### src/hdl/csal_pkg.sv
`timescale 1ns / 1ps
// ----------------------------------------------------------------------------
// csal_pkg
// Shared types and constants of the cubic segment arc length core.
// ----------------------------------------------------------------------------
package csal_pkg;

  localparam int MAX_STEPS = 1024;
  localparam int STEP_W    = 11;
  localparam int T_W       = 17;
  localparam int NUM_W     = STEP_W + 16;
  localparam int CNT_W     = 5;
  localparam int ACC_W     = 38;
  localparam int MUL_A_W   = 38;
  localparam int MUL_B_W   = 34;
  localparam int PROD_W    = MUL_A_W + MUL_B_W;
  localparam int SUM_W     = 40;

  localparam logic [7:0] REG_CURVE_KIND = 8'd0;
  localparam logic [7:0] REG_STEP_COUNT = 8'd1;

  localparam logic CURVE_CATMULL_ROM = 1'b0;
  localparam logic CURVE_BEZIER      = 1'b1;

  typedef struct packed {
    logic signed [31:0] point0_x;
    logic signed [31:0] point0_y;
    logic signed [31:0] point0_z;
    logic signed [31:0] point1_x;
    logic signed [31:0] point1_y;
    logic signed [31:0] point1_z;
    logic signed [31:0] point2_x;
    logic signed [31:0] point2_y;
    logic signed [31:0] point2_z;
    logic signed [31:0] point3_x;
    logic signed [31:0] point3_y;
    logic signed [31:0] point3_z;
  } in_item_t;

  typedef struct packed {
    logic [SUM_W-1:0] arc_length;
    logic             length_saturated;
  } result_t;

endpackage

### src/hdl/csal_mul.sv
`timescale 1ns / 1ps
// ----------------------------------------------------------------------------
// csal_mul
// Shared signed multiplier with a registered product.
// ----------------------------------------------------------------------------
module csal_mul (
  input  logic                               clk,
  input  logic signed [csal_pkg::MUL_A_W-1:0] a,
  input  logic signed [csal_pkg::MUL_B_W-1:0] b,
  output logic signed [csal_pkg::PROD_W-1:0]  p
);
  import csal_pkg::*;

  always_ff @(posedge clk) begin
    p <= PROD_W'(a) * PROD_W'(b);
  end

endmodule

### config.mk
export PLATFORM = sky130hd
export DESIGN_NAME = csal_mul
export DESIGN_NICKNAME = d
export VERILOG_FILES = /design/src/hdl/csal_pkg.sv /design/src/hdl/csal_mul.sv
export SDC_FILE = /design/constraint.sdc
export NUM_CORES = 2
export LEC_CHECK = 0
export ABC_CLOCK_PERIOD_IN_PS = 16650
export BUFFER_PORTS_ARGS = -buffer_cell sky130_fd_sc_hd__buf_2
export CAP_MARGIN = 25
export CORE_MARGIN = 2
export CORE_UTILIZATION = 69
export DETAILED_ROUTE_END_ITERATION = 7
export GPL_TIMING_DRIVEN = 1
export PLACE_DENSITY_LB_ADDON = 0.12
export SYNTH_ARGS = -nofsm -noshare
export SYNTH_HDL_FRONTEND = slang
export SYNTH_SLANG_ARGS = --single-unit
### constraint.sdc
create_clock -name clk -period 16.65 [get_ports clk]
set_input_delay 2.4975 -clock clk [delete_from_list [all_inputs] [get_ports clk]]
set_output_delay 2.4975 -clock clk [all_outputs]
set_load 0.02 [all_outputs]
After elaboration in Yosys (flattened, before gate mapping)
Cells that the tools add are included.

Word-level logic and storage cells: 2. Output and inout bits: 72. Register bits after elaboration: 72.

Multiply operators: 1.

Operators by type and width (number): $mul A38 B34 Y72 (1).

Longest topological paths before layout
Depth after elaboration: 1. Gate-level depth with buffers: 31. Depth with buffers taken out: 29.

Worst setup path before layout
OpenSTA, ideal clock, no wires.

Kind: input to register. From: input b[10] in the netlist's numbering. To: register p[68] in the netlist's numbering. Required time: 16.516 ns. Setup time: 0.134 ns. Cell stages on the path: 25. Arrival time: 9.851 ns. Setup slack: 6.665 ns. Cell sequence: clkbuf_1 clkbuf_1 nand2_1 fa_1 inv_1 fa_1 inv_1 fa_1 inv_1 fa_1 fa_1 fa_1 fa_1 fa_1 ha_1 a21o_1 a21oi_1 nor2b_1 o21a_1 o21ai_0 nand2b_1 a21o_1 a21oi_1 nor2_1 or4_1.

Word-level cells in the longest chain between the ends: 1.

RTL lines: start: declaration (RTL line csal_mul.sv:9) `input logic signed [csal_pkg::MUL_B_W-1:0] b,`; $mul A38 B34 Y72 (RTL line csal_mul.sv:15) `p <= PROD_W'(a) * PROD_W'(b);`; end signal: assignment (RTL line csal_mul.sv:15); end: declaration (RTL line csal_mul.sv:10) `output logic signed [csal_pkg::PROD_W-1:0] p`.

Every way passes these cells.

Worst setup path in the final report
From: input b[11] in the netlist's numbering. To: register p[68] in the netlist's numbering.

Same word-level chain as after synthesis.

==> run summary <==
After the last flow step, the layout net total stands at 6,582. The library cell with the highest instance count after synthesis is sky130_fd_sc_hd__fa_1. The first global-routing pass estimated about 210 mm of wire. The instance area after placement is between 40,000 and 50,000 µm². Yosys mapped the design onto 58 distinct sky130hd cell types. Measured along the x axis, the die boundary spans ~260 µm. The initial antenna violation count is 8. The element type at the critical path start is an input port. The flow ran to the end, and the final reports show no timing, DRC or antenna violations. 145 I/O pins were placed.

In this run the worst path has a maximum fanout of 38. The number of cell rows is 95. After synthesis, the largest area contributor takes up about three fifths of total cell area. The overall die area came out at roughly 70,000 µm².

The count of port buffers added during placement came out at 144. Dividing the detail-routed wire length by the instance count gives 21.79 µm. The data arrival time at the worst-slack endpoint is around 12,000 ps.

The CTS buffer count is 9. The number of endpoints with negative hold slack in the final report came out at 0. The number of global-route vias before repair was between 30,000 and 40,000. The starting utilization of the core area is a little over two thirds.

For this run the aggregate overflow at the end of global routing stands at 0. The post-synth design cell area is ~47,000 µm². The summed negative setup slack over all endpoints is 0 ps. The ratio of cells with drive above 1 in the final layout is about 4.3%.

The number of placed instances with taps included came out at 5,790. The antenna violation net count after detailed routing came out at 0. The count of cells resized by post-cts repair came out at 0. Among all flip-flop cells after synthesis, the most frequent one is sky130_fd_sc_hd__dfxtp_1. The total area inside the core boundary comes to ~67,000 µm². The Yosys step of the flow raised 0 warnings. The synthesized area per cell came out at 9.371 µm².

Max-cap violations in this run came to 0. The sequential fraction of the synthesis area came out at a little over 3%. The cell sitting at the root of the clock tree is a sky130_fd_sc_hd__clkbuf_16.

The number of flip-flops in the largest register is between 70 and 80. Using the TritonRoute via totals, the vias-per-cell ratio works out to approximately 5.8. The net count after synthesis is around 6,700. The fraction of registers with async set/reset is 0%. By count the netlist is led by sky130_fd_sc_hd__fa_1 (1,369), sky130_fd_sc_hd__inv_1 (1,323), sky130_fd_sc_hd__nand2_1 (673), sky130_fd_sc_hd__and2_1 (625), sky130_fd_sc_hd__clkbuf_1 (267).

The longest clock path from root to sink contains 2 buffers. The number of clock sinks is slightly above 70. The biggest area consumer among synthesized cells is sky130_fd_sc_hd__fa_1. The finished cells cover 48,300 µm². The total routing usage reported by global routing is between 30% and 40%. The largest registers in the layout are p (72). TritonCTS built the clock tree. The number of violations reported at the end of detailed-routing iteration 0 is around 2,700. The number of enable-type register cells in the synthesized netlist is 0.

The maximum number of pins on one net before global-route repair came out at 39. The H-tree was split into 3 levels. After detailed routing, the number of remaining DRC violations is 0. In the synthesized netlist, the number of instances is roughly 5,000. The post-synthesis register bit count is just over 70. Excluding fillers, the count of instances in the completed layout stands at just under 6,000. The share of the cycle needed by the critical path after routing came out at ~68%.

The clock-pin slew reported for the worst setup and hold paths after clock tree synthesis came out at 80 ps. The data required time of the worst path is around 17,000 ps. The via count of the routed design came out at approximately 34,000. Timing would allow up to between 80 and 90 MHz. Ranked by flip-flop count, first place goes to p. The clock period minus final worst setup slack is 11,400 ps. STA classifies the critical path endpoint as a flip-flop. The final max-slew violation count came out at 0. The filler cells instantiated in the layout total 5,199. The height of the die came out at roughly 260 µm. Hold repair after CTS inserted 0 buffers. By area the synthesized netlist is led by sky130_fd_sc_hd__fa_1 (58%), sky130_fd_sc_hd__inv_1 (11%), sky130_fd_sc_hd__and2_1 (8.3%). The headroom to the max-slew limit came out at between 20 and 30%.

The worst-margin pin slew came out at approximately 1100 ps. The final wirelength came out at between 100 and 150 mm. Setup violations remaining at the end of the flow were counted as 0. The type of the tightest min-delay check is in -> reg. The layout-stage area growth over the synthesis result came out at 2.936%. The HPWL reported at the end of detailed placement came out at 97.57 mm.

The detailed-router iteration count before antenna repair is 6. Once the clock tree was built, the setup fixing pass inserted 0 buffers. The routability-driven placement congestion ratio came out at 0.9565. The classification of the worst setup path is in -> reg. Setup repair after global routing left no endpoint under its margin.
## layer usage
layer / up-vias / share of wire (%) / GRT usage (%) / wire, µm
li1: 13920 / - / - / -
met1: 17390 / 35 / 49.63 / 44550
met2: 1838 / 49 / 64.58 / 61990
met3: 473 / 9.2 / 7.301 / 11650
met4: 2 / 6.6 / 21.29 / 8409
met5: - / 0.010 / 0 / 13
## cell type report
class                   count  area, µm²  share of cell area [%]
repair buffers            182       1006                   2.083
well taps                 873       1092                   2.262
clock inverters             5      65.06                  0.1347
diodes                      4      10.01                 0.02072
clock buffers              11      242.7                  0.5026
inverters                1323       4966                   10.28
multi-input cells        3340      39470                   81.73
flip-flops and latches     72       1441                   2.984
## cell families (layout without fill, tap and decap cells)
kind of cell | count (synthesis) | in the layout | synth area share (%)
other cells | 0 | 4 | 0
compound gates | 237 | 237 | 3.320
xor+xnor | 79 | 79 | 1.475
simple gates | 1443 | 1443 | 15.27
fa+ha+maj | 1581 | 1581 | 64.06
flops | 72 | 72 | 3.072
buf+inv | 1595 | 1521 | 12.80
## metrics by stage
stage                     setup WS, ps  util, %  hold WS (ps)
after floorplan                   6665        -          2819
after global placement            5202    71.32          2913
after detailed placement          5093    71.32          2913
after CTS                         5445    71.77          2731
after global routing              5082    71.78          2763
final                             5254    71.79          2750
## worst paths after layout
path | cells after the start | startpoint | to
max | 25 | b[11] | p[68]
min | 3 | a[0] | p[0]
## worst max-delay path, cell delays in order
cell	delay, ps
sky130_fd_sc_hd__buf_2	760
sky130_fd_sc_hd__and2_1	270
sky130_fd_sc_hd__fa_1	450
sky130_fd_sc_hd__fa_1	630
sky130_fd_sc_hd__inv_1	90
sky130_fd_sc_hd__fa_1	530
sky130_fd_sc_hd__inv_1	60
sky130_fd_sc_hd__fa_1	490
sky130_fd_sc_hd__fa_1	600
sky130_fd_sc_hd__fa_1	450
sky130_fd_sc_hd__fa_1	500
sky130_fd_sc_hd__inv_1	50
sky130_fd_sc_hd__fa_1	670
sky130_fd_sc_hd__inv_1	80
sky130_fd_sc_hd__ha_1	420
sky130_fd_sc_hd__a21o_1	240
sky130_fd_sc_hd__a31oi_1	240
sky130_fd_sc_hd__nor2_1	60
sky130_fd_sc_hd__o21ai_0	200
sky130_fd_sc_hd__a21oi_1	130
sky130_fd_sc_hd__o41a_1	490
sky130_fd_sc_hd__o41ai_2	750
sky130_fd_sc_hd__a21oi_1	300
sky130_fd_sc_hd__nor4bb_1	210
sky130_fd_sc_hd__or4_1	470
## cell usage in the layout, fill, tap and decap left out, types with 37 or more instances in the layout
| cell type | count |
|---|---|
| sky130_fd_sc_hd__xnor2_1 | 53 |
| sky130_fd_sc_hd__buf_4 | 38 |
| sky130_fd_sc_hd__a21o_1 | 37 |
| sky130_fd_sc_hd__nor2_1 | 67 |
| sky130_fd_sc_hd__ha_1 | 212 |
| sky130_fd_sc_hd__and2_1 | 625 |
| sky130_fd_sc_hd__inv_1 | 1323 |
| sky130_fd_sc_hd__dfxtp_1 | 72 |
| sky130_fd_sc_hd__fa_1 | 1369 |
| sky130_fd_sc_hd__a21oi_1 | 73 |
| sky130_fd_sc_hd__nand2_1 | 673 |
| sky130_fd_sc_hd__buf_2 | 144 |
Power is left out: the tool's default activity adds up to more than one toggle a clock period on the data nets, which glitch-free logic cannot reach.
