--- config.mk ---
export PLATFORM = sky130hd
export DESIGN_NAME = csal_sqrt
export DESIGN_NICKNAME = d
export VERILOG_FILES = /design/src/hdl/csal_pkg.sv /design/src/hdl/csal_sqrt.sv
export SDC_FILE = /design/constraint.sdc
export NUM_CORES = 1
export LEC_CHECK = 0
export ABC_AREA = 1
export BUFFER_PORTS_ARGS = -buffer_cell sky130_fd_sc_hd__buf_2
export CORE_MARGIN = 2
export CORE_UTILIZATION = 40
export CTS_BUF_LIST = sky130_fd_sc_hd__clkbuf_8 sky130_fd_sc_hd__clkbuf_16
export CTS_CLUSTER_DIAMETER = 100
export DETAILED_ROUTE_END_ITERATION = 16
export PLACE_DENSITY = 0.64
export SYNTH_ARGS = -nofsm -noshare
export SYNTH_HDL_FRONTEND = slang
export SYNTH_SLANG_ARGS = --single-unit
--- constraint.sdc ---
create_clock -name clk -period 13 [get_ports clk]
set_clock_uncertainty 0.2 [all_clocks]
set_input_delay 2.6 -clock clk [delete_from_list [all_inputs] [get_ports clk]]
set_output_delay 2.6 -clock clk [all_outputs]
set_load 0.005 [all_outputs]
--- src/hdl/csal_pkg.sv ---
`timescale 1ns / 1ps
// ----------------------------------------------------------------------------
// csal_pkg
// Shared types and constants of the cubic segment arc length core.
// ----------------------------------------------------------------------------
package csal_pkg;

  localparam int MAX_STEPS = 1024;
  localparam int STEP_W    = 11;
  localparam int T_W       = 17;
  localparam int NUM_W     = STEP_W + 16;
  localparam int CNT_W     = 5;
  localparam int ACC_W     = 38;
  localparam int MUL_A_W   = 38;
  localparam int MUL_B_W   = 34;
  localparam int PROD_W    = MUL_A_W + MUL_B_W;
  localparam int SUM_W     = 40;

  localparam logic [7:0] REG_CURVE_KIND = 8'd0;
  localparam logic [7:0] REG_STEP_COUNT = 8'd1;

  localparam logic CURVE_CATMULL_ROM = 1'b0;
  localparam logic CURVE_BEZIER      = 1'b1;

  typedef struct packed {
    logic signed [31:0] point0_x;
    logic signed [31:0] point0_y;
    logic signed [31:0] point0_z;
    logic signed [31:0] point1_x;
    logic signed [31:0] point1_y;
    logic signed [31:0] point1_z;
    logic signed [31:0] point2_x;
    logic signed [31:0] point2_y;
    logic signed [31:0] point2_z;
    logic signed [31:0] point3_x;
    logic signed [31:0] point3_y;
    logic signed [31:0] point3_z;
  } in_item_t;

  typedef struct packed {
    logic [SUM_W-1:0] arc_length;
    logic             length_saturated;
  } result_t;

endpackage

--- src/hdl/csal_sqrt.sv ---
`timescale 1ns / 1ps
// ----------------------------------------------------------------------------
// csal_sqrt
// Floored integer square root of a 64-bit value, two radicand bits a cycle.
// ----------------------------------------------------------------------------
module csal_sqrt (
  input  logic        clk,
  input  logic        rst,
  input  logic        start,
  input  logic [63:0] radicand,
  output logic        done,
  output logic [31:0] root
);
  import csal_pkg::*;

  logic [63:0]      v;
  logic [63:0]      res;
  logic [63:0]      bitm;
  logic [CNT_W-1:0] cnt;
  logic             run;
  logic [63:0]      trial;

  assign trial = res + bitm;
  assign root  = res[31:0];

  always_ff @(posedge clk) begin
    if (rst) begin
      run  <= 1'b0;
      done <= 1'b0;
      cnt  <= '0;
    end else begin
      done <= 1'b0;
      if (start) begin
        run <= 1'b1;
        cnt <= '0;
      end else if (run) begin
        cnt <= cnt + 1'b1;
        if (cnt == '1) begin
          run  <= 1'b0;
          done <= 1'b1;
        end
      end
    end
  end

  always_ff @(posedge clk) begin
    if (start) begin
      v    <= radicand;
      res  <= '0;
      bitm <= 64'd1 << 62;
    end else if (run) begin
      if (v >= trial) begin
        v   <= v - trial;
        res <= (res >> 1) + bitm;
      end else begin
        res <= res >> 1;
      end
      bitm <= bitm >> 2;
    end
  end

endmodule

**Word-level counts from Yosys, hierarchy flattened**

Cells that the tools add are included.

- Flip-flop bits (word level): 167
- Output and inout bits: 33

- Multiplexer cells: 8
- $lt $le $gt $ge: 1
- Reductions and logical operators: 5
- Add/sub/neg operators: 4
- Equality and inequality tests: 1
- Bitwise operators: 1

Operators with widths:

| operator | number |
|---|---|
| 64-bit 2-to-1 mux | 4 |
| 63-bit by 63-bit adder with 64-bit output | 1 |
| 64-bit by 63-bit adder with 64-bit output | 1 |
| 64-bit >= comparator | 1 |
| 64-bit subtractor | 1 |
| 5-bit by 1-bit adder with 5-bit output, second input constant | 1 |
| 5-bit equality test, second input constant | 1 |
| 1-bit 2-to-1 mux | 4 |
| 2-bit nonzero test | 2 |
| 3-bit OR reduction | 1 |
| 2-bit AND reduction | 1 |
| 2-bit OR reduction | 1 |
| 1-bit NOT | 1 |

**Depth between registers and ports, before layout**

Gate-level depths: netlist of run 1.

- Depth in word-level cells: 5
- Mapped depth: 33

**Worst setup path after synthesis of run 1**

Ideal clock, no wire load.

- Kind: input to register
- Start: input start
- End: register v[0] (enable)
- Stages: 4
- Data arrival time: 4.378 ns
- Slack: 7.731 ns
- Buffers on the path: 2
- Setup time: 0.690 ns
- Data required time: 12.110 ns
- Path through: clkinv_1 > clkbuf_1 > clkbuf_1 > nand2_1

- Cells in the longest elaborated chain, start to end: 2
- Elaborated cells on any way between the ends: 3

RTL lines:

| what | line | RTL |
|---|---|---|
| start: declaration | csal_sqrt.sv:9 | `input logic start,` |
| 2-bit nonzero test (no line) | -- |  |
| 2-bit AND reduction (no line) (*) | -- |  |
| end signal: assignment | csal_sqrt.sv:48 | `v <= radicand;` |
| end signal: assignment | csal_sqrt.sv:53 | `v <= v - trial;` |
| end: declaration | csal_sqrt.sv:16 | `logic [63:0] v;` |

Mark *: on every way between the ends. The rest lies on a longest branch, timed or not.
A chain may end at the register's enable or synchronous reset.

**Final worst setup path of run 1**

- Start: register res[30]
- End: register v[10] (enable)

- Cells in the longest elaborated chain, start to end: 4

RTL lines:

| what | line | RTL |
|---|---|---|
| start: declaration | csal_sqrt.sv:17 | `logic [63:0] res;` |
| start signal: assignment | csal_sqrt.sv:54 | `res <= (res >> 1) + bitm;` |
| start signal: assignment | csal_sqrt.sv:56 | `res <= res >> 1;` |
| 64-bit by 63-bit adder with 64-bit output | csal_sqrt.sv:23 | `assign trial = res + bitm;` |
| 64-bit >= comparator | csal_sqrt.sv:52 | `if (v >= trial) begin` |
| 2-bit nonzero test (no line) | -- |  |
| 2-bit AND reduction (no line) | -- |  |

Every way passes these cells.

==> flow_summary.ini, run 1 <==
[yosys]
synth.most_common_cell = nand2_1
synth-async-reset-ratio_pct = 0
synth_fa_ha_area_share_pct = 8.17
synthCells = 3612
synth_simple_gate_area_share_pct = 42.5
synth_top_cells_by_count = nand2_1 (1,191), inv_1 (508), nor2_1 (443), nand3_1 (297), a21oi_1 (210)
synth_top_area_share_pct = 21.8
yosysWarnings = 0
seq_area_frac_synth_pct = 19.5
synthFlopType = dfxtp_1
yosys_register_bits = 167
synth_xor_area_share_pct = 4.15
synth_mux_area_share_pct = 0
synth.distinct_cells = 50
yosys.area.top_type = nand2_1
synth_compound_area_share_pct = 12.9
syn_area_mm2 = 0.0205
avgSynthCellArea_um2 = 5.67
synth_edf_count = 64
yosys-top-cells-area = nand2_1 (22%), dfxtp_1 (10%), edfxtp_1 (9.4%), inv_1 (9.3%), nor2_1 (8.1%)
syn_nets = 3812
synth_top_family_by_area = simple AND/OR/NAND/NOR gates

[setup_path]
cp-start-kind = flop
cp.required_ps = 12930
critPathMaxStageDelay_ps = 680
slowest_stage = buf_4
critical_path_peak_fanout = 64
cp-end-kind = flop
worst_path_most_repeated_cell = nand2_1
setup.worst_path.class = reg2reg
crit_arrival_ps = 6450
crit_chain = ha_1 > nand2_1 > o21ai_0 > nand2_1 > o21ai_0 > inv_1 > o21ai_0 > inv_1 > nand3_1 > a21oi_1 > xor2_1 > ha_1 > nand2_1 > nor2_2 > inv_1 > nor2_2 > nand2_1 > nor3_2 > nand2_2 > buf_4 > nand2_4 > nand2_2 > nand2_2 > buf_4

[sta]
tightestPinTransition_ps = 984
clock.fmax_ghz = 0.153
finalCriticalPeriod_ps = 6520
rsz0062_at_grt = false
layout_worst_path_cycle_share_pct = 50.2
max_slew_margin_pct = 34.4
setup-violations-final = 0
timing_hold_violations_final = 0
finalSetupTns_ps = 0
slew_violations = 0

[cts]
cts_tree = built
cts.sinks = 167
clk_path_buf_depth = 2
post_cts_buffers = 0
cts.repair.resized = 0
clkLatencyLatePin_ps = 520
numCtsBuffers = 17
hold_buffers = 0
h-tree-depth = 4
cts_root_buf = clkbuf_16
clk_pin_slew_ps = 80

[place]
dp_hpwl_mm = 65.8
port_buffers = 99
routabilityCongestion = 1.01

[floorplanning]
coreArea_mm2 = 0.0504
num_rows = 82
dieHeight_um = 230
ios = 100
initial_core_util_pct = 40.6
dieArea_mm2 = 0.0530
fp.dieW_um = 230

[global_route]
grt_start_max_net_pins = 85
grt_pass1_vias = 22000
grt_antenna_before_repair = 0
overflow = 0
grt_pass1_wl_mm = 123
grt_usage_pct = 30.4

[routing]
drt_pass1_iterations = 6
drc = 0
wl_per_cell_um = 18.7
drtIter0Drc = 2180
ant_nets = 0
viasPerCell = 5.30
routed_wl_mm = 80.4
vias = 22800

[status]
outcome = finished, final reports clean

[finish]
drive_gt1_share_pct = 5.75
fin_nets = 3820
num_antenna_cells = 0
finish.utilization_pct = 43.2
area_delta_synth_final_pct = 6.23

[power_and_ir_drop]
total_power_w = 0.00462
p_leak_nw = 9.88
p_per_area_mw_per_mm2 = 212
irDropWorstVdd_uv = 115

[hold_path]
hold_class = reg2reg

[job]
maxCapViolations = 0
==> worst paths after layout <==
| check | cells past startpoint | to | slack, ps | startpoint |
|---|---|---|---|---|
| min | 2 | cnt[4]$_SDFFE_PP0P_ | 270 | cnt[4]$_SDFFE_PP0P_ |
| min reg2reg | 2 | cnt[4]$_SDFFE_PP0P_ | 270 | cnt[4]$_SDFFE_PP0P_ |
| max | 24 | v[10]$_DFFE_PP_ | 6480 | res[30]$_SDFFE_PP0P_ |
| max reg2reg | 24 | v[10]$_DFFE_PP_ | 6480 | res[30]$_SDFFE_PP0P_ |
==> area by class of cell <==
| cell class | instances | area [um^2] |
|---|---|---|
| flip-flops and latches | 167 | 3990 |
| clock inverters | 15 | 134 |
| clock buffers | 17 | 425 |
| well taps | 672 | 841 |
| fillers | 5707 | 28600 |
| repair buffers | 108 | 566 |
| multi-input cells | 2814 | 13900 |
| inverters | 512 | 1920 |
==> where the power goes <==
group / switching [W] / leakage [nW] / internal [W]
clock network: 0.000275 / 0.285 / 0.000252
registers: 0.000226 / 1.48 / 0.000758
logic: 0.00208 / 8.11 / 0.00103
==> state kept, by name, summed over array words and instances, names as in the netlist <==
register	count
cnt	5
bitm	32
res	64
done	1
v	64
run	1
==> critical path: cells and delay by family (launching register included) <==
| kind | cells | cell delay, ps |
|---|---|---|
| AOI/OAI and AO/OA | 4 | 1120 |
| xor gates and xnor gates | 1 | 160 |
| adders and majority gates | 2 | 790 |
| buffers and inverters | 5 | 1210 |
| DFF | 1 | 440 |
| and+or+nand+nor | 12 | 2060 |
==> stage by stage <==
| stage | area (um^2) | instances | hold WS (ps) | setup slack (ps) |
|---|---|---|---|---|
| after floorplan | 20500 | 3612 | 245 | 7730 |
| after global placement | 21200 | 4273 | 256 | 6630 |
| after detailed placement | 21200 | 4273 | 263 | 6660 |
| after CTS | 21700 | 4305 | 275 | 6630 |
| after global routing | 21700 | 4305 | 330 | 6200 |
| final | 21700 | 4305 | 272 | 6480 |
==> metal layers <==
| layer | global-route usage (%) | wire length, um | vias to the layer above |
|---|---|---|---|
| met4 | 16.2 | 4130 | 0 |
| met1 | 39.0 | 35800 | 10400 |
| met2 | 50.2 | 36600 | 716 |
| met5 | 0 | 0 | - |
| met3 | 2.99 | 3900 | 173 |
| li1 | - | - | 11500 |
==> kinds of logic after synthesis <==
logic type | after synthesis
AO/OA/AOI/OAI | 481
AND/OR/NAND/NOR | 2103
flip-flops | 167
XOR/XNOR | 97
buffers and inverters | 631
adder cells (fa/ha/maj) | 133
==> cells in the final DEF (no fill, tap or decap), types with 17 or more instances in the layout <==
master / instances
xor2_1: 49
nand3_1: 297
a21oi_1: 210
o21ai_0: 171
nand2_1: 1190
nor3_1: 48
xnor2_1: 48
nand3b_1: 28
ha_1: 132
edfxtp_1: 64
inv_1: 509
o21bai_1: 25
nand4_1: 32
dfxtp_1: 102
nor2_1: 443
buf_2: 98
nand2_2: 21
clkbuf_16: 17
Note: power is estimated with default switching activity, not from simulation.
==> inputs of run 2 (changes only) <==
--- a/config.mk
+++ b/config.mk
@@ -5,14 +5,14 @@
 export SDC_FILE = /design/constraint.sdc
 export NUM_CORES = 1
 export LEC_CHECK = 0
-export ABC_AREA = 1
+export ABC_AREA = 0
 export BUFFER_PORTS_ARGS = -buffer_cell sky130_fd_sc_hd__buf_2
 export CORE_MARGIN = 2
 export CORE_UTILIZATION = 40
 export CTS_BUF_LIST = sky130_fd_sc_hd__clkbuf_8 sky130_fd_sc_hd__clkbuf_16
 export CTS_CLUSTER_DIAMETER = 100
 export DETAILED_ROUTE_END_ITERATION = 16
-export PLACE_DENSITY = 0.64
+export PLACE_DENSITY = 0.67
 export SYNTH_ARGS = -nofsm -noshare
 export SYNTH_HDL_FRONTEND = slang
 export SYNTH_SLANG_ARGS = --single-unit
==> constraint.sdc (replaced) <==
create_clock -name clk -period 5.7 [get_ports clk]
set_clock_uncertainty 0.2 [all_clocks]
set_input_delay 1.14 -clock clk [delete_from_list [all_inputs] [get_ports clk]]
set_output_delay 1.14 -clock clk [all_outputs]
set_load 0.005 [all_outputs]
==> run 2 against run 1 <==
  * Sequential power rose by 90%
  * Wire length fell by 43%
  * First-iteration DRC count fell by 54%
  * Hold slack improved by 33 ps
  * Via count fell by 35%
  * Area after synthesis fell by 26%
  * Sequential cell count did not move
  * Fmax rose by 15%
  * Clock power rose by 130%
  * Power rose by 73%
==> flow_summary.ini, run 2 <==
[status]
outcome = finished, final reports clean

[sta]
max_slew_margin_pct = 33.9
finalSetupTns_ps = 0
rsz0062_at_grt = true
finalCriticalPeriod_ps = 5670
layout_setup_ws_ps = 25.2
clock.fmax_ghz = 0.176
layout_worst_path_cycle_share_pct = 99.6
timing_hold_violations_final = 0
slew_violations = 0
setup-violations-final = 0
tightestPinTransition_ps = 992

[floorplanning]
dieHeight_um = 199
fp.dieW_um = 199
initial_core_util_pct = 40.5
coreArea_mm2 = 0.0375
ios = 100
dieArea_mm2 = 0.0395
num_rows = 71

[finish]
drive_gt1_share_pct = 16.2
num_antenna_cells = 0
most-common-layout-cells = nand2_1 (220), nor2_1 (215), o21ai_0 (156)
fin_nets = 2238
fillers = 3702
finish.utilization_pct = 47.0
top_regs = res (64), v (64), bitm (32)
area_delta_synth_final_pct = 16.1
final_common_cell = nand2_1
finalNonFillerCells = 2562

[hold_path]
hold_class = reg2reg
worst_hold_path.num_cells = 2

[cts]
h-tree-depth = 4
clk_path_buf_depth = 2
numCtsBuffers = 17
clk_pin_slew_ps = 70
cts_root_buf = clkbuf_16
cts.sinks = 167
hold_buffers = 0
cts_tree = built
clkLatencyLatePin_ps = 460

[yosys]
yosys-top-cells-area = dfxtp_1 (14%), edfxtp_1 (13%), ha_1 (11%), o21ai_0 (5.6%), nand2_1 (5.5%)
yosys_register_bits = 167
avgSynthCellArea_um2 = 7.81
synth_edf_count = 64
yosysWarnings = 0
synthFlopType = dfxtp_1
synth_top_cells_by_count = nand2_1 (222), nor2_1 (217), o21ai_0 (169), a21oi_1 (139), ha_1 (132)
syn_area_mm2 = 0.0152
synthCells = 1944
seq_area_frac_synth_pct = 26.3
synth_top_area_share_pct = 13.6
synth.most_common_cell = nand2_1
synth.distinct_cells = 75
syn_nets = 2144
synth-async-reset-ratio_pct = 0
yosys.area.top_type = dfxtp_1

[routing]
ant_nets = 0
wl_per_cell_um = 17.8
routed_wl_mm = 45.5
vias = 14800
drt_pass1_iterations = 5
drtIter0Drc = 1004
drc = 0
viasPerCell = 5.79

[setup_path]
critPathMaxStageDelay_ps = 630
cp-endpoint = v[55]$_DFFE_PP_
crit_start = bitm[2]$_SDFFE_PP0P_
cp-start-kind = flop
crit_arrival_ps = 5640
reg2reg_depth = 23
cp.required_ps = 5670
setup.worst_path.class = reg2reg
worstReg2RegEnd = v[55]$_DFFE_PP_
slowest_stage = or4_4
r2r-start = bitm[2]$_SDFFE_PP0P_
critical_path_peak_fanout = 7
worst_path_most_repeated_cell = o21ai_4
crit_chain = ha_4 > a31o_4 > a31oi_4 > o21ai_4 > a21bo_4 > a21o_4 > a31oi_4 > nor2b_1 > nor2_1 > xor2_1 > ha_4 > nand4_1 > or2_4 > or4_4 > o21ai_4 > nand2_1 > a31oi_1 > buf_4 > o22ai_4 > buf_6 > o21ai_4 > buf_12 > clkbuf_16
r2r_slack_ps = 30
cp-end-kind = flop

[power_and_ir_drop]
irDropWorstVdd_uv = 228
total_power_w = 0.00797
p_leak_nw = 6.77
p_per_area_mw_per_mm2 = 453

[place]
routabilityCongestion = 0.934
placedCellCount = 2499
dp_hpwl_mm = 33.5
place_ws_ps = -424
port_buffers = 99

[global_route]
grt_start_max_net_pins = 88
grt_usage_pct = 22.3
grt_antenna_before_repair = 0
grt_pass1_vias = 13700
grt_pass1_wl_mm = 70.7
overflow = 0

[job]
maxCapViolations = 0
run 2: cell types whose count changed in the layout (fill, tap and decap cells not counted), moves of 22 or more:
cell      change
inv_1       -467
a21oi_1      -76
nand3b_1     -22
nand2_1     -970
xnor2_1      +36
nor2_1      -228
buf_4        +89
nand3_1     -266
a211oi_1     +30
a31oi_1      +31
mux2i_1      +49
run 2: worst min path at each step:
stage | start | endpoint | slack [ps]
global placement | cnt[4]$_SDFFE_PP0P_ | cnt[4]$_SDFFE_PP0P_ | 280
detailed placement | cnt[4]$_SDFFE_PP0P_ | cnt[4]$_SDFFE_PP0P_ | 290
finish | cnt[4]$_SDFFE_PP0P_ | cnt[4]$_SDFFE_PP0P_ | 300
CTS | res[0]$_SDFFE_PP0P_ | res[0]$_SDFFE_PP0P_ | 310
global route | res[0]$_SDFFE_PP0P_ | res[0]$_SDFFE_PP0P_ | 330
floorplan | cnt[4]$_SDFFE_PP0P_ | cnt[4]$_SDFFE_PP0P_ | 270
run 2: cell type report:
| class | count | area [um^2] | area share, % |
|---|---|---|---|
| clock buffer | 20 | 489 | 2.78 |
| clock inverter | 12 | 96.3 | 0.547 |
| inverter | 41 | 154 | 0.874 |
| multi-input combinational | 1602 | 10800 | 61.3 |
| sequential | 167 | 4000 | 22.7 |
| tap | 511 | 639 | 3.63 |
| timing repair buffer | 209 | 1450 | 8.22 |
run 2: worst max-delay path: cells and delay by family, from the launching register on:
kind                       cells  cell delay (ps)
and+or+nand+nor                6             1330
buffers and inverters          4              720
adders and majority gates      2              460
xor gates and xnor gates       1              270
DFF                            1              360
AOI/OAI and AO/OA             10             2010
run 2: power by group:
group / internal [W] / switching, W / total, W / leakage [nW]
clock network: 0.000663 / 0.000532 / 0.00120 / 0.306
logic: 0.00212 / 0.00279 / 0.00491 / 4.97
registers: 0.00164 / 0.000221 / 0.00187 / 1.49
total: 0.00443 / 0.00355 / 0.00797 / 6.77
run 2: what timing repair did:
action	in CTS	in global routing
gates cloned	0	6
pin swaps	3	25
endpoints found under the setup margin	131	137
setup buffers	2	23
resized for setup	7	55
run 2: cells by family (layout without fill, tap and decap cells):
family	Yosys count	in the layout	synth area share [%]
compound gates	605	606	25.4
fa+ha+maj	133	133	11.0
simple gates	663	663	19.9
buf+inv	176	282	5.39
xor+xnor	146	146	8.43
mux	54	54	3.60
flops	167	167	26.3
run 2: per-layer routing:
metal  global-route usage, %  share of wire, %  wire length [um]
met5                       0                 0                 0
met4                    5.97               2.0               933
met3                    3.87               6.4              2920
met2                    36.4                46             20900
met1                    30.3                46             20800
run 2: through the flow:
step                hold slack (ps)  instance area (um^2)
floorplan                       267                 15400
global placement                284                 16500
detailed placement              293                 16500
CTS                             312                 17100
global route                    329                 17600
finish                          304                 17600
