File: src/hdl/csal_pkg.sv
`timescale 1ns / 1ps
// ----------------------------------------------------------------------------
// csal_pkg
// Shared types and constants of the cubic segment arc length core.
// ----------------------------------------------------------------------------
package csal_pkg;

  localparam int MAX_STEPS = 1024;
  localparam int STEP_W    = 11;
  localparam int T_W       = 17;
  localparam int NUM_W     = STEP_W + 16;
  localparam int CNT_W     = 5;
  localparam int ACC_W     = 38;
  localparam int MUL_A_W   = 38;
  localparam int MUL_B_W   = 34;
  localparam int PROD_W    = MUL_A_W + MUL_B_W;
  localparam int SUM_W     = 40;

  localparam logic [7:0] REG_CURVE_KIND = 8'd0;
  localparam logic [7:0] REG_STEP_COUNT = 8'd1;

  localparam logic CURVE_CATMULL_ROM = 1'b0;
  localparam logic CURVE_BEZIER      = 1'b1;

  typedef struct packed {
    logic signed [31:0] point0_x;
    logic signed [31:0] point0_y;
    logic signed [31:0] point0_z;
    logic signed [31:0] point1_x;
    logic signed [31:0] point1_y;
    logic signed [31:0] point1_z;
    logic signed [31:0] point2_x;
    logic signed [31:0] point2_y;
    logic signed [31:0] point2_z;
    logic signed [31:0] point3_x;
    logic signed [31:0] point3_y;
    logic signed [31:0] point3_z;
  } in_item_t;

  typedef struct packed {
    logic [SUM_W-1:0] arc_length;
    logic             length_saturated;
  } result_t;

endpackage

File: src/hdl/csal_div.sv
`timescale 1ns / 1ps
// ----------------------------------------------------------------------------
// csal_div
// Restoring divider, one quotient bit per cycle, for the sample parameter.
// ----------------------------------------------------------------------------
module csal_div (
  input  logic                            clk,
  input  logic                            rst,
  input  logic                            start,
  input  logic [csal_pkg::NUM_W-1:0]      num,
  input  logic [csal_pkg::STEP_W-1:0]     den,
  output logic                            done,
  output logic [csal_pkg::NUM_W-1:0]      quot
);
  import csal_pkg::*;

  logic [STEP_W-1:0] rem;
  logic [STEP_W-1:0] d;
  logic [CNT_W-1:0]  cnt;
  logic              run;
  logic [STEP_W:0]   sh;
  logic              take;

  assign sh   = {rem, quot[NUM_W-1]};
  assign take = sh >= {1'b0, d};

  always_ff @(posedge clk) begin
    if (rst) begin
      run  <= 1'b0;
      done <= 1'b0;
      cnt  <= '0;
    end else begin
      done <= 1'b0;
      if (start) begin
        run <= 1'b1;
        cnt <= CNT_W'(NUM_W);
      end else if (run) begin
        cnt <= cnt - 1'b1;
        if (cnt == CNT_W'(1)) begin
          run  <= 1'b0;
          done <= 1'b1;
        end
      end
    end
  end

  always_ff @(posedge clk) begin
    if (start) begin
      quot <= num;
      rem  <= '0;
      d    <= den;
    end else if (run) begin
      quot <= {quot[NUM_W-2:0], take};
      rem  <= take ? STEP_W'(sh - {1'b0, d}) : sh[STEP_W-1:0];
    end
  end

endmodule

File: config.mk
export PLATFORM = sky130hd
export DESIGN_NAME = csal_div
export DESIGN_NICKNAME = d
export VERILOG_FILES = /design/src/hdl/csal_pkg.sv /design/src/hdl/csal_div.sv
export SDC_FILE = /design/constraint.sdc
export NUM_CORES = 1
export LEC_CHECK = 0
export ABC_AREA = 1
export ABC_CLOCK_PERIOD_IN_PS = 3500
export BUFFER_PORTS_ARGS = -buffer_cell sky130_fd_sc_hd__buf_2
export CORE_ASPECT_RATIO = 1.1
export CORE_MARGIN = 4
export CORE_UTILIZATION = 58
export CTS_CLUSTER_DIAMETER = 50
export CTS_CLUSTER_SIZE = 28
export DETAILED_ROUTE_END_ITERATION = 16
export GPL_TIMING_DRIVEN = 0
export PLACE_DENSITY = 0.85
export RECOVER_POWER = 25
export SKIP_CTS_REPAIR_TIMING = 1
export SLEW_MARGIN = 20
export SYNTH_ARGS = -nofsm -noshare
export SYNTH_HDL_FRONTEND = slang
export SYNTH_SLANG_ARGS = --single-unit
File: constraint.sdc
create_clock -name clk -period 3.5 [get_ports clk]
set_clock_uncertainty 0.15 [all_clocks]
set_input_delay 0.7 -clock clk [delete_from_list [all_inputs] [get_ports clk]]
set_output_delay 0.7 -clock clk [all_outputs]
set_load 0.01 [all_outputs]
### After elaboration in Yosys (flattened, before gate mapping)

Cells that the tools add are included.

| storage, ports and cells | value |
|---|---|
| bits of input ports | 41 |
| logic and storage cells | 24 |
| bits in registers | 56 |
| output and inout port bits | 28 |

| operators by class | value |
|---|---|
| equality and inequality tests | 1 |
| bitwise logic cells | 1 |
| reduce and logical (&&, ||, !) cells | 3 |
| add/sub/neg operators | 2 |
| order comparisons | 1 |
| multiplexer cells | 9 |

Operator list:

| cell | number |
|---|---|
| two-way mux 27 bit | 2 |
| >= comparator 12 x 11 -> 1 bit | 1 |
| two-way mux 11 bit | 1 |
| subtractor 11 bit | 1 |
| two-way mux 5 bit | 2 |
| equality test 5 x 1 -> 1 bit (second input constant) | 1 |
| subtractor 5 x 1 -> 5 bit (second input constant) | 1 |
| two-way mux 1 bit | 4 |
| OR reduction 3 bit | 1 |
| nonzero test 2 bit | 1 |
| OR reduction 2 bit | 1 |
| NOT 1 bit | 1 |

### Depth between registers and ports, before layout

Gate-level depths: netlist of the first run.

| logic depth | value |
|---|---|
| depth in word-level cells | 4 |
| depth in mapped cells | 12 |

### Worst setup path after synthesis of the first run

Ideal clock, no wire load.

| timing | value |
|---|---|
| path kind | register to register |
| start point | reg quot[26] (netlist name) |
| end point | reg rem[4] |
| period minus slack after synthesis | 2.051 ns |
| slack | 1.449 ns |
| stages on the path, launching flop included | 13 |
| arrival | 1.788 ns |
| path buffers | 1 |
| library setup time | 0.113 ns |
| cells stage by stage | edfxtp_1 -> inv_1 -> ha_1 -> fa_1 -> inv_1 -> nand3_1 -> nand3_1 -> nand2_2 -> nand4_4 -> buf_8 -> nand2_1 -> nand3_1 -> nand2_1 |

| on the way | value |
|---|---|
| longest elaborated chain between the ends | 2 |

Ends and longest elaborated chain:

| element | line | source |
|---|---|---|
| start, declared | csal_div.sv:13 | `output logic [csal_pkg::NUM_W-1:0] quot` |
| start signal, assigned | csal_div.sv:49 | `quot <= num;` |
| start signal, assigned | csal_div.sv:53 | `quot <= {quot[NUM_W-2:0], take};` |
| subtractor 11 bit / >= comparator 12 x 11 -> 1 bit (equally long branches) | csal_div.sv:54, csal_div.sv:25 |  |
| two-way mux 11 bit * | csal_div.sv:54 | `rem <= take ? STEP_W'(sh - {1'b0, d}) : sh[STEP_W-1:0];` |
| end signal, assigned | csal_div.sv:54 |  |
| end, declared | csal_div.sv:17 | `logic [STEP_W-1:0] rem;` |

Every way passes the cells marked *; elsewhere a longest branch is shown, timed or not.
A chain may end at the register's enable or synchronous reset.

### Worst setup path in the final report of the first run

| timing | value |
|---|---|
| start point | in start |
| end point | reg quot[12] (netlist name), enable pin |

| on the way | value |
|---|---|
| longest elaborated chain between the ends | 1 |

Ends and longest elaborated chain:

| element | line | source |
|---|---|---|
| start, declared | csal_div.sv:9 | `input logic start,` |
| nonzero test 2 bit (no source line) | - |  |

Every way passes these cells.

==> results of run 1 <==
==> logic make-up after synthesis <==
kind of cell,after synthesis
fa+ha+maj,14
xor+xnor,4
flops,56
simple gates,231
buf+inv,67
compound gates,10
==> Yosys cell counts, types with 2 or more instances <==
master	count
nand2_2	6
xnor2_1	2
edfxtp_1	38
inv_1	53
xor2_1	2
nor2_2	2
dfxtp_1	18
buf_1	2
inv_2	2
ha_1	13
clkbuf_1	4
a31oi_1	2
nand4_1	14
buf_2	2
a21oi_1	3
nand2_1	157
nor2_1	14
o21ai_0	2
nand3_2	5
nand3_1	27
==> final cells by class <==
type,instances,share of cell area (%)
flip-flops and latches,56,41.7
multi-input cells,259,36.2
repair buffers,68,9.39
inverters,55,5.74
clock buffers,7,2.71
plain buffers,12,2.05
well taps,58,2.02
clock inverters,1,0.139
==> power by group <==
group          internal, mW  switching [mW]
clock                 0.184           0.210
combinational        0.0905           0.147
sequential            0.769          0.0271
total                  1.04           0.384
==> flip-flops by register name, indices dropped and copies added (netlist names) <==
| register | flops |
|---|---|
| cnt | 5 |
| d | 11 |
| done | 1 |
| quot | 27 |
| rem | 11 |
| run | 1 |
==> tightest hold or removal path, stage by stage, from the launching register on <==
cell	delay, ns
dfxtp_1	0.32
nand2_1	0.06
a31oi_1	0.06
==> cells in the final DEF, fill, tap and decap left out, types with 2 or more instances in the layout <==
master    instances
clkbuf_8          5
xor2_1            2
clkbuf_1          7
nor2_2            2
nand3_2           5
edfxtp_1         38
o21ai_0           2
nand3_1          27
ha_1             13
a31oi_1           2
dfxtp_1          18
buf_2            68
nand2_1         157
xnor2_1           2
inv_2             2
nor2_1           14
buf_1             2
inv_1            53
nand4_1          14
a21oi_1           3
nand2_2           6
==> worst min-delay path by stage <==
stage,depth (start not counted),start,endpoint
after floorplan,2,rem[10],rem[10]
after global placement,2,rem[10],rem[10]
after detailed placement,2,cnt[4],cnt[4]
after CTS,2,cnt[4],cnt[4]
after global routing,2,rem[3],rem[3]
final,2,cnt[4],cnt[4]
==> layer usage <==
layer	up-vias	wire length [um]	part of all wire, %
met5	-	0	0
met4	0	163	2.4
met3	13	589	8.6
met2	99	3380	49
met1	1194	2720	40
li1	1364	-	-
==> metrics.cfg, run 1 <==
[synthesis]
synth_compound_area_share_pct=2.03
yosys.area_share.simple_pct=33.2
synth-adder-area-share_pct=5.92
ys.flop_type=edfxtp_1
synthTopCellsByArea=edfxtp_1 37%, nand2_1 19%, dfxtp_1 12%
yosys_warnings=0
synth_edf_count=38
synth_area_um2=3090
synthXorXnorAreaFrac_pct=1.14
seq_area_frac_synth_pct=48.7
synthDistinctLibCells=34
synth_area_leader_cell=edfxtp_1
yosys-mux-area-fraction_pct=0
syn_inst=382
postSynthAreaPerCell_um2=8.08
synth_top_area_share_pct=37.0
synth-seq-cells=56
syn_nets=437
async_flop_share_pct=0
synth_top_family_by_area=simple AND/OR/NAND/NOR gates

[route]
remaining_drc_errors=0
post_drt_wl_per_cell_um=13.3
postRouteAntennaNets=0
drtPass1Iterations=5
vias_per_cell=5.17
finalWirelength_mm=6.85
vias=2670
drt-initial-drc-count=254

[place]
dp_cells=508
finalWeightedCongestion=0.922
portBuffers=68
dp_slack_ns=0.994
place_area_um2=3500
dpl.hpwl_mm=5.04

[setup_path]
start_kind=primary input
path_delay_family=buffers and inverters
cp-startpoint=start
critical_path.endpoint=quot[12]
cp.depth=3
path_cells=clkbuf_1 -> nor2_1 -> inv_1
crit_path_end_kind=flip-flop
r2r-start=quot[26]
cp_data_required_time_ns=3.29
r2r_cells=12
slowest_delay_ns=0.81
worstPathMaxFanout=28
r2r_setup_slack_ns=1.13
cp_slowest_cell=inv_1
r2r_end=rem[1]
worstPathArrival_ns=2.34
crit_type=primary input to flip-flop
worst-path-buf-inv=2

[global_route]
grt_max_degree=29
grt_overflow=0
met1_usage_pct=25.4
antenna_found_initial=0
met3_usage_pct=5.58
grt_use_met2_pct=38.3
grt_usage_pct=22.0
gr-max-usage-layer=met2
grt_pass1_wl_mm=11.5
grt_pass1_vias=2691

[pwr]
p_leak_nw=1.87
ir_drop_mv=0.380
power_density_nw_per_um2=397
p_total_mw=1.43

[worst_hold_path]
hold_class=flip-flop to flip-flop

[finish]
multiInputGateArea_um2=1300
final_nets=512
layout-drive-gt1-share_pct=21.6
diodes=0
syn2layout_area_growth_pct=16.6
register_area_um2=1500
fin_cells=516
fin_util_pct=71.0
fillers=396
final_area_um2=3600

[clocking]
cts.path.max_buffers=2
h-tree-depth=2
path_clk_slew_ns=0.10
cts_made_buffers=5
clock-root-buffer=clkbuf_8
clock_sinks=56
tritoncts=yes
clk_latency_ns=0.31

[floorplan]
num_rows=27
start_util_pct=60.9
io-pin-count=69
fp.dieW_um=77.5
fp.dieH_um=84.5
coreArea_um2=5070
die_area_um2=6550

[timing]
fin_tns_setup_ns=0
hold_slack_ns=0.327
rsz0062_at_grt=false
min_period_ns=2.55
maxSlewViolCount=0
slew_headroom_pct=31.5
timing.fmax_mhz=392
setup_viol_count_final=0
setup_slack_ns=0.947
hold_viol=0
worst_pin_slew_ns=1.03
post-route-period-util_pct=72.9

[run]
timing.max_cap.violations=0

[outcome]
status=complete, no violations

Power figures use the tool's default switching activity.
==> run 2, diff against run 1 <==
--- a/config.mk
+++ b/config.mk
@@ -5,17 +5,17 @@
 export SDC_FILE = /design/constraint.sdc
 export NUM_CORES = 1
 export LEC_CHECK = 0
-export ABC_AREA = 1
-export ABC_CLOCK_PERIOD_IN_PS = 3500
+export ABC_AREA = 0
+export ABC_CLOCK_PERIOD_IN_PS = 2150
 export BUFFER_PORTS_ARGS = -buffer_cell sky130_fd_sc_hd__buf_2
 export CORE_ASPECT_RATIO = 1.1
 export CORE_MARGIN = 4
-export CORE_UTILIZATION = 58
+export CORE_UTILIZATION = 48
 export CTS_CLUSTER_DIAMETER = 50
 export CTS_CLUSTER_SIZE = 28
 export DETAILED_ROUTE_END_ITERATION = 16
 export GPL_TIMING_DRIVEN = 0
-export PLACE_DENSITY = 0.85
+export PLACE_DENSITY = 0.76
 export RECOVER_POWER = 25
 export SKIP_CTS_REPAIR_TIMING = 1
 export SLEW_MARGIN = 20
==> constraint.sdc (replaced) <==
create_clock -name clk -period 2.15 [get_ports clk]
set_clock_uncertainty 0.15 [all_clocks]
set_input_delay 0.43 -clock clk [delete_from_list [all_inputs] [get_ports clk]]
set_output_delay 0.43 -clock clk [all_outputs]
set_load 0.01 [all_outputs]
==> run 2 against run 1 <==
  * The run now ends with negative setup slack left
  * Global-route usage fell by 4.7 points
  * Total power rose by 65%
  * Cell count fell by 25%
==> metrics.cfg, run 2 <==
[timing]
setup_slack_ns=-0.481  ; was 0.947 ns
worst_pin_slew_ns=0.709  ; was 1.03 ns
maxSlewViolCount=0  ; unchanged
post-route-period-util_pct=122
slew_headroom_pct=52.7  ; was 31.5%
hold_slack_ns=0.140  ; was 0.327 ns
hold_viol=0  ; unchanged
setup_viol_count_final=44  ; was 0
rsz0062_at_grt=true  ; was false
timing.fmax_mhz=380
min_period_ns=2.63

[route]
drtPass1Iterations=4  ; was 5
finalWirelength_mm=5.72  ; was 6.85 mm
vias=2020  ; was 2670
vias_per_cell=5.25  ; was 5.17
postRouteAntennaNets=0  ; unchanged
remaining_drc_errors=0  ; unchanged
post_drt_wl_per_cell_um=14.9  ; was 13.3 um
drt-initial-drc-count=147  ; was 254

[worst_hold_path]
hold_path_depth=1  ; was 2
min_to=d[10]  ; was cnt[4]
hold_start=den[10]  ; was cnt[4]
hold_class=primary input to flip-flop  ; was flip-flop to flip-flop

[place]
dpl.hpwl_mm=4.16  ; was 5.04 mm
finalWeightedCongestion=0.796  ; was 0.922
dp_slack_ns=-0.479  ; was 0.994 ns
portBuffers=68  ; unchanged
dp_cells=372  ; was 508

[setup_path]
r2r_end=rem[4]  ; was rem[1]
crit_path_end_kind=flip-flop  ; unchanged
worstPathMaxFanout=6  ; was 28
crit_type=flip-flop to flip-flop  ; was primary input to flip-flop
start_kind=flip-flop  ; was primary input
r2r_setup_slack_ns=-0.48  ; was 1.13 ns
r2r-start=d[0]  ; was quot[26]
worstPathArrival_ns=2.71  ; was 2.34 ns
cp_data_required_time_ns=2.23  ; was 3.29 ns
r2r_cells=10  ; was 12

[synthesis]
postSynthAreaPerCell_um2=12.1  ; was 8.08 um2
yosys_warnings=0  ; unchanged
synth-seq-cells=56  ; unchanged
synthTopCellsByArea=edfxtp_1 41%, dfxtp_1 13%, mux2_2 11%  ; was edfxtp_1 37%, nand2_1 19%, dfxtp_1 12%
synth-adder-area-share_pct=6.59  ; was 5.92%
synth_top_area_share_pct=41.2  ; was 37.0%
synth_area_um2=2770  ; was 3090 um2
syn_nets=284  ; was 437
ys.flop_type=edfxtp_1  ; unchanged
synth_area_leader_cell=edfxtp_1  ; unchanged
async_flop_share_pct=0  ; unchanged
synthTopCellsByCount=38 x edfxtp_1, 27 x mux2_2, 24 x nor2_1, 18 x dfxtp_1, 16 x inv_1  ; was 157 x nand2_1, 53 x inv_1, 38 x edfxtp_1, 27 x nand3_1, 18 x dfxtp_1
yosysMostFrequentCell=edfxtp_1  ; was nand2_1
synth_top_family_by_area=compound AO/OA/AOI/OAI gates  ; was simple AND/OR/NAND/NOR gates
yosys.area_share.simple_pct=9.21  ; was 33.2%
seq_area_frac_synth_pct=54.2  ; was 48.7%
synth_compound_area_share_pct=11.6  ; was 2.03%
synthXorXnorAreaFrac_pct=3.16  ; was 1.14%
synth_edf_count=38  ; unchanged
synthDistinctLibCells=42  ; was 34
yosys-mux-area-fraction_pct=11.5  ; was 0%
syn_inst=229  ; was 382

[floorplan]
fp.dieW_um=80.5  ; was 77.5 um
die_area_um2=7060  ; was 6550 um2
io-pin-count=69  ; unchanged
fp.dieH_um=87.7  ; was 84.5 um
num_rows=28  ; was 27
coreArea_um2=5500  ; was 5070 um2
start_util_pct=50.4  ; was 60.9%

[finish]
final_nets=364  ; was 512
largest_reg_flops=27  ; unchanged
final_cell_mix=63 x buf_2, 38 x edfxtp_1, 27 x mux2_2  ; was 157 x nand2_1, 68 x buf_2, 53 x inv_1
reg_top3=quot (27), d (11), rem (11)  ; unchanged
diodes=0  ; unchanged
regMostFlops=quot  ; unchanged
layout-drive-gt1-share_pct=37.7  ; was 21.6%
syn2layout_area_growth_pct=21.9  ; was 16.6%
fin_cells=385  ; was 516
final_common_cell=buf_2  ; was nand2_1

[clocking]
clk_latency_ns=0.31  ; about the same
h-tree-depth=2  ; unchanged
cts_made_buffers=5  ; unchanged
cts.path.max_buffers=2  ; unchanged
path_clk_slew_ns=0.10  ; about the same
clock_sinks=56  ; unchanged
tritoncts=yes  ; unchanged
clock-root-buffer=clkbuf_8  ; unchanged

[pwr]
ir_drop_mv=0.336  ; was 0.380 mV
p_total_mw=2.36  ; was 1.43 mW
p_leak_nw=1.41  ; was 1.87 nW
power_density_nw_per_um2=698  ; was 397 nW/um2

[global_route]
grt_max_degree=28  ; was 29
grt_usage_pct=17.3  ; was 22.0%
antenna_found_initial=0  ; unchanged
grt_pass1_wl_mm=9.56  ; was 11.5 mm
grt_pass1_vias=2035  ; was 2691
grt_overflow=0  ; unchanged

[outcome]
status=finished with violations  ; was complete, no violations
violations=negative setup slack

[run]
timing.max_cap.violations=0  ; unchanged

[run 2: cell types whose count changed after synthesis, sizes merged, moves of 7 or more]
cell,previous run,this run
mux2,0,28
nand3,32,1
nand2,163,11
nand4,15,2
nor2,17,24
inv,55,16
[run 2: how the worst max path moves through the flow]
stage	startpoint	cells past startpoint	end
CTS	quot[26]	10	rem[0]
finish	d[0]	10	rem[4]
floorplan	quot[26]	10	rem[0]
detailed placement	quot[26]	10	rem[0]
global route	quot[26]	10	rem[0]
global placement	quot[26]	10	rem[0]
[run 2: report_power, final]
group	switching, mW	leakage (nW)	internal, mW
Sequential	0.0528	0.528	1.26
Combinational	0.243	0.837	0.220
Clock	0.350	0.0485	0.234
[run 2: cell families (layout without fill, tap and decap cells)]
| group | after synthesis | after routing |
|---|---|---|
| mux | 28 | 28 |
| flops | 56 | 56 |
| compound gates | 42 | 42 |
| fa+ha+maj | 14 | 14 |
| xor+xnor | 10 | 10 |
| buf+inv | 25 | 106 |
| simple gates | 54 | 54 |
[run 2: worst max-delay path, stage by stage, from the launching register on]
cell and delay, ns:
edfxtp_1 0.43, ha_4 0.19, fa_2 0.38, and2b_1 0.23
o31a_4 0.17, o21ai_4 0.07, a21o_1 0.19, buf_6 0.14
buf_12 0.12, a211o_1 0.23, a311oi_1 0.24
[run 2: final cells by class]
| cell class | instances | area (um2) |
|---|---|---|
| buffer | 9 | 45.0 |
| clock buffer | 5 | 68.8 |
| clock inverter | 3 | 22.5 |
| fill | 449 | 2120 |
| inverter | 16 | 63.8 |
| multi-input combinational | 148 | 1200 |
| sequential | 56 | 1500 |
| tap | 75 | 93.8 |
| timing repair buffer | 72 | 377 |
| timing repair inverter | 1 | 7.51 |
[run 2: metrics by stage]
| step | instance area (um2) | setup TNS, ns | util (%) |
|---|---|---|---|
| 5_1_grt | 3380 | -12.48 | 61.4 |
| 3_5_place_dp | 3210 | -18.25 | 58.3 |
| 4_1_cts | 3300 | -7.80 | 60.0 |
| 2_1_floorplan | 2770 | -2.79 | - |
| 3_3_place_gp | 3210 | -17.35 | 58.3 |
| 6_report | 3380 | -6.86 | 61.4 |
[run 2: per-layer routing]
metal,up-vias,global-route usage (%),wire [um]
met1,943,22.8,2590
met4,0,5.84,80
li1,1009,-,-
met3,9,4.63,376
met2,59,27.6,2670
met5,-,0,0
==> run 3, diff against run 2 <==
--- a/config.mk
+++ b/config.mk
@@ -10,13 +10,13 @@
 export BUFFER_PORTS_ARGS = -buffer_cell sky130_fd_sc_hd__buf_2
 export CORE_ASPECT_RATIO = 1.1
 export CORE_MARGIN = 4
-export CORE_UTILIZATION = 48
+export CORE_UTILIZATION = 35
 export CTS_CLUSTER_DIAMETER = 50
 export CTS_CLUSTER_SIZE = 28
 export DETAILED_ROUTE_END_ITERATION = 16
 export GPL_TIMING_DRIVEN = 0
-export PLACE_DENSITY = 0.76
 export RECOVER_POWER = 25
+export SETUP_SLACK_MARGIN = 0.05
 export SKIP_CTS_REPAIR_TIMING = 1
 export SLEW_MARGIN = 20
 export SYNTH_ARGS = -nofsm -noshare
==> run 3 against run 2 <==
  * Via count is 2.4% higher
  * Critical endpoint is now rem[0]
  * Clock power grew 5.5%
  * Fmax up 1.9%
  * Wire length increased by 10%
  * Non-clock buffer count rose by 4
  * The run still ends with negative setup slack left
  * Largest power group unchanged
==> metrics.cfg, run 3 (synthesis gave the netlist of run 2 again) <==
[global_route]
antenna_found_initial=0  ; unchanged
grt_pass1_wl_mm=10.2  ; was 9.56 mm
grt_max_degree=28  ; unchanged
grt_pass1_vias=2098  ; was 2035
grt_usage_pct=13.5  ; was 17.3%
grt_overflow=0  ; unchanged

[timing]
post-route-period-util_pct=120  ; was 122%
setup_slack_ns=-0.431  ; was -0.481 ns
fin_tns_setup_ns=-5.91  ; was -6.86 ns
worst_pin_slew_ns=0.755  ; was 0.709 ns
rsz0062_at_grt=true  ; unchanged
min_period_ns=2.58  ; was 2.63 ns
hold_viol=0  ; unchanged
maxSlewViolCount=0  ; unchanged
slew_headroom_pct=49.7  ; was 52.7%
setup_viol_count_final=34  ; was 44
timing.fmax_mhz=387  ; was 380 MHz

[finish]
fin_cells=419  ; was 385
layout-drive-gt1-share_pct=39.8  ; was 37.7%
final_cell_mix=62 x buf_2, 38 x edfxtp_1, 26 x mux2_2  ; was 63 x buf_2, 38 x edfxtp_1, 27 x mux2_2
diodes=0  ; unchanged
final_common_cell=buf_2  ; unchanged
fillers=744  ; was 449
reg_top3=quot (27), d (11), rem (11)  ; unchanged
fin_util_pct=45.7  ; was 61.4%
final_area_um2=3470  ; was 3380 um2
largest_reg_flops=27  ; unchanged
syn2layout_area_growth_pct=25.1  ; was 21.9%
regMostFlops=quot  ; unchanged
final_nets=368  ; was 364

[setup_path]
r2r_setup_slack_ns=-0.43  ; was -0.48 ns
r2r-start=quot[26]  ; was d[0]
path_delay_family=compound AO/OA/AOI/OAI gates  ; unchanged
path_cells=inv_2 -> ha_4 -> fa_2 -> and2b_1 -> o31a_4 -> o21ai_4 -> a21o_1 -> buf_6 -> mux2_4 -> a211oi_2  ; was ha_4 -> fa_2 -> and2b_1 -> o31a_4 -> o21ai_4 -> a21o_1 -> buf_6 -> buf_12 -> a211o_1 -> a311oi_1
worstPathMaxFanout=7  ; was 6
cp.depth=10  ; unchanged
worst-path-buf-inv=2  ; unchanged
cp_slowest_cell=edfxtp_1  ; unchanged
start_kind=flip-flop  ; unchanged
r2r_end=rem[0]  ; was rem[4]
cp_data_required_time_ns=2.24  ; was 2.23 ns
crit_type=flip-flop to flip-flop  ; unchanged
crit_path_end_kind=flip-flop  ; unchanged
worstPathArrival_ns=2.67  ; was 2.71 ns
r2r_cells=10  ; unchanged
slowest_delay_ns=0.43  ; about the same

[place]
dpl.hpwl_mm=4.42  ; was 4.16 mm
dp_cells=402  ; was 372
finalWeightedCongestion=0.839  ; was 0.796
place_area_um2=3250  ; was 3210 um2
portBuffers=68  ; unchanged

[floorplan]
num_rows=33  ; was 28
coreArea_um2=7600  ; was 5500 um2
start_util_pct=36.5  ; was 50.4%
io-pin-count=69  ; unchanged
die_area_um2=9410  ; was 7060 um2
fp.dieH_um=101  ; was 87.7 um
fp.dieW_um=92.8  ; was 80.5 um

[pwr]
ir_drop_mv=0.368  ; was 0.336 mV
p_leak_nw=1.43  ; was 1.41 nW
power_density_nw_per_um2=694  ; was 698 nW/um2
p_total_mw=2.41  ; was 2.36 mW

[worst_hold_path]
hold_start=den[7]  ; was den[10]
min_to=d[7]  ; was d[10]
hold_class=primary input to flip-flop  ; unchanged
hold_path_depth=1  ; unchanged

[route]
remaining_drc_errors=0  ; unchanged
finalWirelength_mm=6.30  ; was 5.72 mm
vias_per_cell=4.94  ; was 5.25
drt-initial-drc-count=94  ; was 147
post_drt_wl_per_cell_um=15.0  ; was 14.9 um
drtPass1Iterations=5  ; was 4
vias=2069  ; was 2020
postRouteAntennaNets=0  ; unchanged

[clocking]
cts_made_buffers=5  ; unchanged
clk_latency_ns=0.32  ; was 0.31 ns
h-tree-depth=2  ; unchanged
clock-root-buffer=clkbuf_8  ; unchanged
cts.path.max_buffers=2  ; unchanged
tritoncts=yes  ; unchanged
path_clk_slew_ns=0.11  ; was 0.10 ns
clock_sinks=56  ; unchanged

[outcome]
violations=negative setup slack  ; unchanged
status=finished with violations  ; unchanged

[run]
timing.max_cap.violations=0  ; unchanged

## run 3: cell type report
| type | instances | area (um2) | share of cell area (%) |
|---|---|---|---|
| Inverter | 16 | 63.8 | 1.84 |
| Tap cell | 105 | 131 | 3.79 |
| Sequential cell | 56 | 1500 | 43.3 |
| Timing Repair inverter | 1 | 7.51 | 0.216 |
| Buffer | 9 | 46.3 | 1.33 |
| Clock inverter | 3 | 27.5 | 0.794 |
| Timing Repair Buffer | 76 | 393 | 11.3 |
| Clock buffer | 5 | 68.8 | 1.98 |
| Multi-Input combinational cell | 148 | 1230 | 35.4 |
## run 3: report_power, final
part / total [mW] / internal, mW / leakage, nW / switching, mW
registers: 1.31 / 1.26 / 0.528 / 0.0494
logic: 0.482 / 0.228 / 0.859 / 0.254
clock network: 0.616 / 0.240 / 0.0463 / 0.376
## run 3: metal layers
metal	routed length, um	up-vias	global-route usage (%)
li1	-	1019	-
met1	2860	978	18.2
met2	2890	62	21.1
met3	447	10	3.86
met4	99	0	4.51
met5	0	-	0
## run 3: worst reg2reg max path, delay by kind of cell (launching register included)
family / cells / cell delay [ns]
compound gates: 4 / 0.83
fa+ha+maj: 2 / 0.34
buf+inv: 2 / 0.24
flops: 1 / 0.43
mux: 1 / 0.30
simple gates: 1 / 0.20
## run 3: worst max-delay path by stage
stage                  start       to  slack [ns]
floorplan           quot[26]   rem[0]       -0.33
global placement    quot[26]  quot[0]       -0.50
detailed placement  quot[26]  quot[0]       -0.49
CTS                 quot[26]   rem[0]       -0.52
global route        quot[26]   rem[0]       -0.53
finish              quot[26]   rem[0]       -0.43
## run 3: per-stage QoR
| step | setup slack [ns] | hold slack [ns] |
|---|---|---|
| 2_1_floorplan | -0.331 | 0.303 |
| 3_3_place_gp | -0.504 | 0.325 |
| 3_5_place_dp | -0.486 | 0.341 |
| 4_1_cts | -0.518 | 0.126 |
| 5_1_grt | -0.534 | 0.114 |
| 6_report | -0.431 | 0.133 |
